File: config.mk
export PLATFORM = sky130hd
export DESIGN_NAME = elevator_floor_controller_unit
export DESIGN_NICKNAME = d
export VERILOG_FILES = /design/src/rtl/efc_pkg.sv /design/src/rtl/efc_csr.sv /design/src/rtl/elevator_floor_controller_unit.sv
export SDC_FILE = /design/constraint.sdc
export NUM_CORES = 1
export LEC_CHECK = 0
export ABC_AREA = 0
export BUFFER_PORTS_ARGS = -buffer_cell sky130_fd_sc_hd__buf_2
export CORE_MARGIN = 2
export CORE_UTILIZATION = 34
export CTS_CLUSTER_SIZE = 28
export DETAILED_ROUTE_END_ITERATION = 12
export HOLD_SLACK_MARGIN = 0.02
export PLACE_DENSITY = 0.59
export SETUP_SLACK_MARGIN = 0.02
export SLEW_MARGIN = 20
export SYNTH_ARGS = -nofsm -noshare
export SYNTH_HDL_FRONTEND = slang
export SYNTH_SLANG_ARGS = --single-unit
File: constraint.sdc
create_clock -name clock -period 7 [get_ports clock]
set_input_delay 0.7 -clock clock [delete_from_list [all_inputs] [get_ports clock]]
set_output_delay 0.7 -clock clock [all_outputs]
set_load 0.01 [all_outputs]
File: src/rtl/efc_pkg.sv
package efc_pkg;

   localparam int TimeW    = 16;
   localparam int DriveW   = 8;
   localparam int CsrIdxW  = 3;
   localparam int CsrDataW = 16;

   // register reset values
   localparam logic [TimeW-1:0]         UpTimeRst    = 16'd1500;
   localparam logic [TimeW-1:0]         DownTimeRst  = 16'd1000;
   localparam logic [TimeW-1:0]         HoldTimeRst  = 16'd1000;
   localparam logic [TimeW-1:0]         IdleTimeRst  = 16'd20000;
   localparam logic signed [DriveW-1:0] UpDriveRst   = -8'sd100;
   localparam logic signed [DriveW-1:0] DownDriveRst = 8'sd15;
   localparam logic signed [DriveW-1:0] HoldDriveRst = -8'sd25;

   typedef enum logic [CsrIdxW-1:0] {
      CSR_UP_TIME    = 3'd0,
      CSR_DOWN_TIME  = 3'd1,
      CSR_HOLD_TIME  = 3'd2,
      CSR_IDLE_TIME  = 3'd3,
      CSR_UP_DRIVE   = 3'd4,
      CSR_DOWN_DRIVE = 3'd5,
      CSR_HOLD_DRIVE = 3'd6
   } efc_csr_index_type;

   typedef struct packed {
      logic [TimeW-1:0]         up_time;
      logic [TimeW-1:0]         down_time;
      logic [TimeW-1:0]         hold_time;
      logic [TimeW-1:0]         idle_time;
      logic signed [DriveW-1:0] up_drive;
      logic signed [DriveW-1:0] down_drive;
      logic signed [DriveW-1:0] hold_drive;
   } efc_cfg_type;

endpackage

File: src/rtl/efc_csr.sv
module efc_csr (
   input  logic                           clock,
   input  logic                           reset,
   input  logic                           csr_we,
   input  logic [efc_pkg::CsrIdxW-1:0]    csr_index,
   input  logic [efc_pkg::CsrDataW-1:0]   csr_wdata,
   output efc_pkg::efc_cfg_type           cfg
);
   import efc_pkg::*;

   efc_cfg_type cfg_ff;
   efc_cfg_type cfg_in;

   always_comb begin
      cfg_in = cfg_ff;
      if (csr_we) begin
         case (csr_index)
            CSR_UP_TIME:    cfg_in.up_time    = csr_wdata[TimeW-1:0];
            CSR_DOWN_TIME:  cfg_in.down_time  = csr_wdata[TimeW-1:0];
            CSR_HOLD_TIME:  cfg_in.hold_time  = csr_wdata[TimeW-1:0];
            CSR_IDLE_TIME:  cfg_in.idle_time  = csr_wdata[TimeW-1:0];
            CSR_UP_DRIVE:   cfg_in.up_drive   = csr_wdata[DriveW-1:0];
            CSR_DOWN_DRIVE: cfg_in.down_drive = csr_wdata[DriveW-1:0];
            CSR_HOLD_DRIVE: cfg_in.hold_drive = csr_wdata[DriveW-1:0];
            default: ; // unmapped index: drop the write
         endcase
      end
   end

   always_ff @(posedge clock) begin
      if (reset) begin
         cfg_ff.up_time    <= UpTimeRst;
         cfg_ff.down_time  <= DownTimeRst;
         cfg_ff.hold_time  <= HoldTimeRst;
         cfg_ff.idle_time  <= IdleTimeRst;
         cfg_ff.up_drive   <= UpDriveRst;
         cfg_ff.down_drive <= DownDriveRst;
         cfg_ff.hold_drive <= HoldDriveRst;
      end else begin
         cfg_ff <= cfg_in;
      end
   end

   assign cfg = cfg_ff;

endmodule

File: src/rtl/elevator_floor_controller_unit.sv
// Elevator floor controller, lowest pending call first.
// Request channel (req_valid / req_stall / req_call_buttons): one transfer per
// millisecond tick carrying the call buttons, one bit per floor.
// Response channel (rsp_valid / rsp_stall / rsp_*): one transfer per request
// with the motor drive, floor lamps, current floor and target floor as they
// stood before that tick was applied.
// The response is registered and valid the cycle after the request transfer.
// Throughput is one tick per cycle unless rsp_stall holds; the single output
// register lets a new request in whenever it is empty or being drained in the
// same cycle, so the whole tick update is one combinational pass.
// When the receiver stalls with a response pending, req_stall rises and the
// controller state holds until the response is taken.
// Reset (synchronous) loads the default timing and drive registers, clears
// calls and timers, parks the car at floor 0 and selects hold drive.
// The csr_ port writes one of the seven timing and drive registers per write;
// write them only while no tick is in flight.
module elevator_floor_controller_unit #(
   parameter int FLOORS = 3
) (
   input  logic                                    clock,
   input  logic                                    reset,
   input  logic                                    csr_we,
   input  logic [efc_pkg::CsrIdxW-1:0]             csr_index,
   input  logic [efc_pkg::CsrDataW-1:0]            csr_wdata,
   input  logic                                    req_valid,
   output logic                                    req_stall,
   input  logic [FLOORS-1:0]                       req_call_buttons,
   output logic                                    rsp_valid,
   input  logic                                    rsp_stall,
   output logic signed [efc_pkg::DriveW-1:0]       rsp_motor_drive,
   output logic [FLOORS-1:0]                       rsp_floor_lamps,
   output logic [((FLOORS > 1) ? $clog2(FLOORS) : 1)-1:0] rsp_at_floor,
   output logic [((FLOORS > 1) ? $clog2(FLOORS) : 1)-1:0] rsp_heading_floor
);
   import efc_pkg::*;

   localparam int FloorW   = (FLOORS > 1) ? $clog2(FLOORS) : 1;
   localparam int LimitW   = TimeW + FloorW;
   localparam int MoveW    = LimitW + 1;

   efc_cfg_type cfg;

   efc_csr u_csr (
      .clock     (clock),
      .reset     (reset),
      .csr_we    (csr_we),
      .csr_index (csr_index),
      .csr_wdata (csr_wdata),
      .cfg       (cfg)
   );

   // controller state
   logic [FLOORS-1:0]        call_ff, call_in;
   logic [FloorW-1:0]        cur_ff, cur_in;
   logic [FloorW-1:0]        tgt_ff, tgt_in;
   logic [TimeW-1:0]         idle_ff, idle_in;
   logic [MoveW-1:0]         move_ff, move_in;
   logic [LimitW-1:0]        limit_ff, limit_in;
   logic signed [DriveW-1:0] drive_ff, drive_in;

   // response register
   logic                     rsp_valid_ff, rsp_valid_in;
   logic signed [DriveW-1:0] rsp_drive_ff;
   logic [FLOORS-1:0]        rsp_lamps_ff;
   logic [FloorW-1:0]        rsp_at_ff;
   logic [FloorW-1:0]        rsp_head_ff;

   logic                     req_accept;

   // tick datapath
   logic [TimeW-1:0]         idle_inc, idle_pressed;
   logic [MoveW-1:0]         move_inc;
   logic [FLOORS-1:0]        calls_pressed, calls_idle;
   logic                     idle_hit;
   logic                     hold_hit;
   logic [MoveW-1:0]         dwell_end;
   logic                     dwell_done;
   logic [FLOORS-1:0]        calls_left;
   logic [FLOORS-1:0]        lowest_bit;
   logic [FloorW-1:0]        lowest_idx;
   logic [FloorW-1:0]        pick_tgt;
   logic                     go_up, go_down;
   logic [FloorW-1:0]        floor_span;
   logic [TimeW-1:0]         time_sel;
   logic [LimitW-1:0]        pick_limit;
   logic signed [DriveW-1:0] pick_drive;

   assign req_stall  = rsp_valid_ff & rsp_stall;
   assign req_accept = req_valid & ~req_stall;

   always_comb begin
      idle_inc      = (idle_ff == '1) ? idle_ff : idle_ff + TimeW'(1);
      move_inc      = (move_ff == '1) ? move_ff : move_ff + MoveW'(1);

      // latch presses, restart idle count
      calls_pressed = call_ff | req_call_buttons;
      idle_pressed  = (|req_call_buttons) ? '0 : idle_inc;

      // idle too long: drop calls and head for ground floor
      idle_hit      = idle_pressed > cfg.idle_time;
      calls_idle    = idle_hit ? FLOORS'(1) : calls_pressed;

      hold_hit      = move_inc > MoveW'(limit_ff);
      dwell_end     = MoveW'(limit_ff) + MoveW'(cfg.hold_time);
      dwell_done    = move_inc > dwell_end;

      // arrive at target, clear its call, take lowest pending call
      calls_left    = calls_idle & ~(FLOORS'(1) << tgt_ff);
      lowest_bit    = calls_left & (~calls_left + FLOORS'(1));
      lowest_idx    = '0;
      for (int i = 0; i < FLOORS; i++) begin
         if (lowest_bit[i]) begin
            lowest_idx = lowest_idx | FloorW'(i);
         end
      end
      pick_tgt      = (|calls_left) ? lowest_idx : tgt_ff;

      go_up         = pick_tgt > tgt_ff;
      go_down       = pick_tgt < tgt_ff;
      floor_span    = go_up ? (pick_tgt - tgt_ff) : (tgt_ff - pick_tgt);
      time_sel      = go_up ? cfg.up_time : cfg.down_time;
      pick_limit    = (go_up | go_down) ? LimitW'(time_sel) * LimitW'(floor_span) : '0;
      if (go_up) begin
         pick_drive = cfg.up_drive;
      end else if (go_down) begin
         pick_drive = cfg.down_drive;
      end else begin
         pick_drive = cfg.hold_drive;
      end
   end

   always_comb begin
      call_in  = call_ff;
      cur_in   = cur_ff;
      tgt_in   = tgt_ff;
      idle_in  = idle_ff;
      move_in  = move_ff;
      limit_in = limit_ff;
      drive_in = drive_ff;
      if (req_accept) begin
         idle_in  = idle_hit ? '0 : idle_pressed;
         call_in  = calls_idle;
         move_in  = move_inc;
         if (hold_hit) begin
            drive_in = cfg.hold_drive;
         end
         if (dwell_done) begin
            move_in  = '0;
            cur_in   = tgt_ff;
            call_in  = calls_left;
            tgt_in   = pick_tgt;
            limit_in = pick_limit;
            drive_in = pick_drive;
         end
      end
   end

   assign rsp_valid_in = req_accept | (rsp_valid_ff & rsp_stall);

   always_ff @(posedge clock) begin
      if (reset) begin
         call_ff      <= '0;
         cur_ff       <= '0;
         tgt_ff       <= '0;
         idle_ff      <= '0;
         move_ff      <= '0;
         limit_ff     <= '0;
         drive_ff     <= HoldDriveRst;
         rsp_valid_ff <= 1'b0;
      end else begin
         call_ff      <= call_in;
         cur_ff       <= cur_in;
         tgt_ff       <= tgt_in;
         idle_ff      <= idle_in;
         move_ff      <= move_in;
         limit_ff     <= limit_in;
         drive_ff     <= drive_in;
         rsp_valid_ff <= rsp_valid_in;
      end
   end

   // response reports the state before the tick
   always_ff @(posedge clock) begin
      if (req_accept) begin
         rsp_drive_ff <= drive_ff;
         rsp_lamps_ff <= ~(FLOORS'(1) << cur_ff);
         rsp_at_ff    <= cur_ff;
         rsp_head_ff  <= tgt_ff;
      end
   end

   assign rsp_valid         = rsp_valid_ff;
   assign rsp_motor_drive   = rsp_drive_ff;
   assign rsp_floor_lamps   = rsp_lamps_ff;
   assign rsp_at_floor      = rsp_at_ff;
   assign rsp_heading_floor = rsp_head_ff;

   a_floor_range: assert property (@(posedge clock) disable iff (reset)
      (FloorW'(FLOORS - 1) >= cur_ff) && (FloorW'(FLOORS - 1) >= tgt_ff))
      else $error("car floor out of range");

   a_parked_no_limit: assert property (@(posedge clock) disable iff (reset)
      (cur_ff == tgt_ff) |-> (limit_ff == '0))
      else $error("nonzero move limit while parked at target");

   a_stall_needs_rsp: assert property (@(posedge clock) disable iff (reset)
      req_stall |-> rsp_valid_ff)
      else $error("request stalled with no response pending");

   a_accept_gives_rsp: assert property (@(posedge clock) disable iff (reset)
      req_accept |=> rsp_valid_ff)
      else $error("accepted tick produced no response");

   a_state_holds: assert property (@(posedge clock) disable iff (reset)
      !req_accept |=> ($stable(call_ff) && $stable(move_ff) && $stable(tgt_ff)))
      else $error("controller state moved without a tick");

endmodule
==> flow_summary.ini <==
[power_and_ir_drop]
power_density_over_cell_area_mw_per_mm2 = 195
standby_leakage_power_nw = 4.66
power.ir.vdd_worst_uv = 168
finalPower_w = 0.00229

[routing]
drc_errors = 0
drtAntennaViolNets = 0
detailedRoute.firstIterationViolations = 932
detailroute.via_count = 9588
viasPerCell = 5.41
routed_length_per_placed_instance_um = 16.8
routed_wl_um = 29800
first_pass_iters = 5

[hold_path]
timing.hold.worst_path_depth = 0
timing.hold.worst.start = drive_ff[4]$_SDFFE_PP0P_
worstHoldEndpoint = rsp_motor_drive[4]$_DFFE_PP_
hold_path_class = flop to flop

[layout]
fillCellCount = 3145
ratio_of_cells_with_drive_above_1_in_the_final_layout_pct = 9.91
num_antenna_cells = 0
layout.cell_area.non_filler_mm2 = 0.0117
syn_to_final_growth_pct = 13.5
layoutNonFillerInstCount = 1773
nets = 1489

[worst_setup_path]
r2r_setup_slack_ns = 0.41
regToRegStartpoint = idle_ff[9]$_SDFFE_PP0P_
crit_path_top_delay_cell = sky130_fd_sc_hd__or3_4
timing.critical_path.mode_cell = sky130_fd_sc_hd__a21oi_1
startpoint_type = flop
endpoint_kind = flop
path_max_fanout = 6
regToRegEndpoint = limit_ff[15]$_SDFFE_PP0P_
worstPathArrival_ns = 6.95
crit_required_ns = 7.36
crit_type = flop to flop
critical_path.max_stage_delay_ns = 0.48
timing.reg2reg.worst_path_depth = 32

[yosys]
synth.lib_cells_used.distinct = 65
synth-edff-count = 15
mappedNetlistNets = 1453
synthFlopType = sky130_fd_sc_hd__dfxtp_1
syn-instance-count = 1334
mappedNetlistArea_mm2 = 0.0103
yosys-top-cells-count = 279 x sky130_fd_sc_hd__nand2_1, 163 x sky130_fd_sc_hd__a21oi_1, 157 x sky130_fd_sc_hd__dfxtp_1
asyncSetResetFlopFracSynth_pct = 0
dominant_cell_by_count_in_the_synthesized_netlist = sky130_fd_sc_hd__nand2_1
synth-seq-area-share_pct = 34.7
synth_top_cell_area_share_pct = 30.4
synthTopCellsByArea = sky130_fd_sc_hd__dfxtp_1 30%, sky130_fd_sc_hd__ha_1 11%, sky130_fd_sc_hd__nand2_1 10%
synth_area_leader_cell = sky130_fd_sc_hd__dfxtp_1
synth_warnings = 0
syn_avg_cell_area_um2 = 7.75
synth_seq_cells = 172

[place]
globalplace.congestion = 0.865
placedCellCount = 1729
half_perimeter_wire_length_after_detailed_placement_um = 21400
placed_area_mm2 = 0.0110
port-buffer-count = 43

[sta]
total_negative_setup_slacks_ns = 0
timing.fmax_mhz = 152
final_hold_viols = 0
min_period_over_period_pct = 94.2
layout_min_cycle_time_ns = 6.59
timing_max_transition_violations_final = 0
timing_worst_slew_pin_value_ns = 0.905
slew_headroom_pct = 39.5
setup_viol = 0
worst_clock_skew_ns = 0.0101

[clocking]
cts_tree = built
cts-root-buf = sky130_fd_sc_hd__clkbuf_16
numClockSinks = 172
htree_levels = 4
worstSkewPairLatency_ns = 0.45
maximum_clock_path_buffer_count = 2
clk_pin_slew_worst_paths_ns = 0.08
cts_inserted_buffers = 17

[global_routing]
global_route_wire_length_before_repair_um = 48100
grt.met2_usage_pct = 30.4
top_usage_layer = met2
first_global_vias = 9066
grt_start_max_net_pins = 81
grt_overflow = 0
global_route.usage.met1_pct = 27.3
grt_util_met3_pct = 2.88
grt.total_usage_pct = 19.4
antenna_found_initial = 0

[floorplan]
rows = 63
core_area_mm2 = 0.0298
dieWidth_um = 178
die_height_um = 178
floorplan.initialDensity_pct = 34.7
floorplan.io_pins = 44
fp.dieArea_mm2 = 0.0318

[job]
cap_viol_max_count = 0

[outcome]
outcome = finished, final reports clean
through the flow:
step	hold WS, ns	util (%)	setup WS [ns]
after detailed placement	0.423	36.9	-0.101
after CTS	0.442	38.9	0.0694
after floorplan	0.409	-	0.303
after global placement	0.416	36.9	0.0735
after global routing	0.449	39.4	-0.0343
final	0.437	39.4	0.408
critical path, delay by kind of cell (launching register included):
family          cells  cell delay [ns]
flops               1             0.35
compound gates     17             2.89
simple gates        8             1.67
buf+inv             2             0.24
fa+ha+maj           5             1.35
how the worst max path moves through the flow:
stage,from,endpoint,slack [ns],depth (start not counted)
floorplan,idle_ff[6]$_SDFFE_PP0P_,limit_ff[15]$_SDFFE_PP0P_,0.30,33
global placement,idle_ff[9]$_SDFFE_PP0P_,limit_ff[15]$_SDFFE_PP0P_,0.07,30
detailed placement,idle_ff[9]$_SDFFE_PP0P_,limit_ff[15]$_SDFFE_PP0P_,-0.10,30
CTS,idle_ff[9]$_SDFFE_PP0P_,limit_ff[16]$_SDFFE_PP0P_,0.07,30
global route,idle_ff[9]$_SDFFE_PP0P_,limit_ff[15]$_SDFFE_PP0P_,-0.03,32
finish,idle_ff[9]$_SDFFE_PP0P_,limit_ff[15]$_SDFFE_PP0P_,0.41,32
flip-flops by register name (all words and copies together), names as in the netlist, 3 cells and up:
register and cells:
rsp_floor_lamps 3, limit_ff 18, move_ff 19, idle_ff 16, call_ff 3, rsp_motor_drive 8
drive_ff 8, u_csr.cfg 88
layer usage:
layer / up-vias / part of all wire, %
li1: 4743 / -
met3: 35 / 5.2
met4: 0 / 1.7
met1: 4584 / 48
met5: - / 0
met2: 226 / 45
cell usage in the layout (no fill, tap or decap), drive strengths merged, types with 3 or more instances in the layout:
cell type	instances
xnor2	24
and2	4
clkbuf	17
o31ai	6
nand2	279
nand2b	10
nor3	22
edfxtp	15
a41o	3
o21a	7
and3	14
mux2i	26
nand3	73
o21ai	59
dfxtp	157
ha	89
inv	63
o211ai	17
a21oi	163
xor2	24
nor4	4
buf	78
clkinv	3
a22oi	4
a22o	7
a211oi	7
o22ai	6
or3	11
fa	3
a31oi	10
a21o	9
nor2	85
nor2b	15
o21bai	3
nand3b	11
nand4	20
or2	5
and4	4
report_power, final:
group | internal (W) | total, W | switching [W]
clock | 0.000512 | 0.000982 | 0.000471
sequential | 0.00102 | 0.00103 | 0.0000152
combinational | 0.0000996 | 0.000273 | 0.000174
what timing repair did:
action | CTS | global route
endpoints found under the setup margin | 2 | 10
gates cloned | 0 | 0
pin swaps | 0 | 8
buffers inserted | 0 | 12
hold buffers | 0 | 0
resized for setup | 1 | 12
final cells by class:
type,instances,area [µm²],share of cell area (%)
clock inverters,15,170,1.45
multi-input cells,1048,6360,54.2
clock buffers,17,425,3.62
well taps,390,488,4.16
flip-flops and latches,172,3590,30.6
repair buffers,78,500,4.26
inverters,53,199,1.69
cell families after synthesis:
kind of cell | count (synthesis) | synth area share (%)
xor gates and xnor gates | 48 | 4.06
and+or+nand+nor | 561 | 24.7
adders and majority gates | 92 | 11.3
AOI/OAI and AO/OA | 319 | 18.2
DFF | 172 | 34.7
buffers and inverters | 114 | 4.22
muxes | 28 | 2.77
No activity file was read; power rests on OpenSTA's default activity.
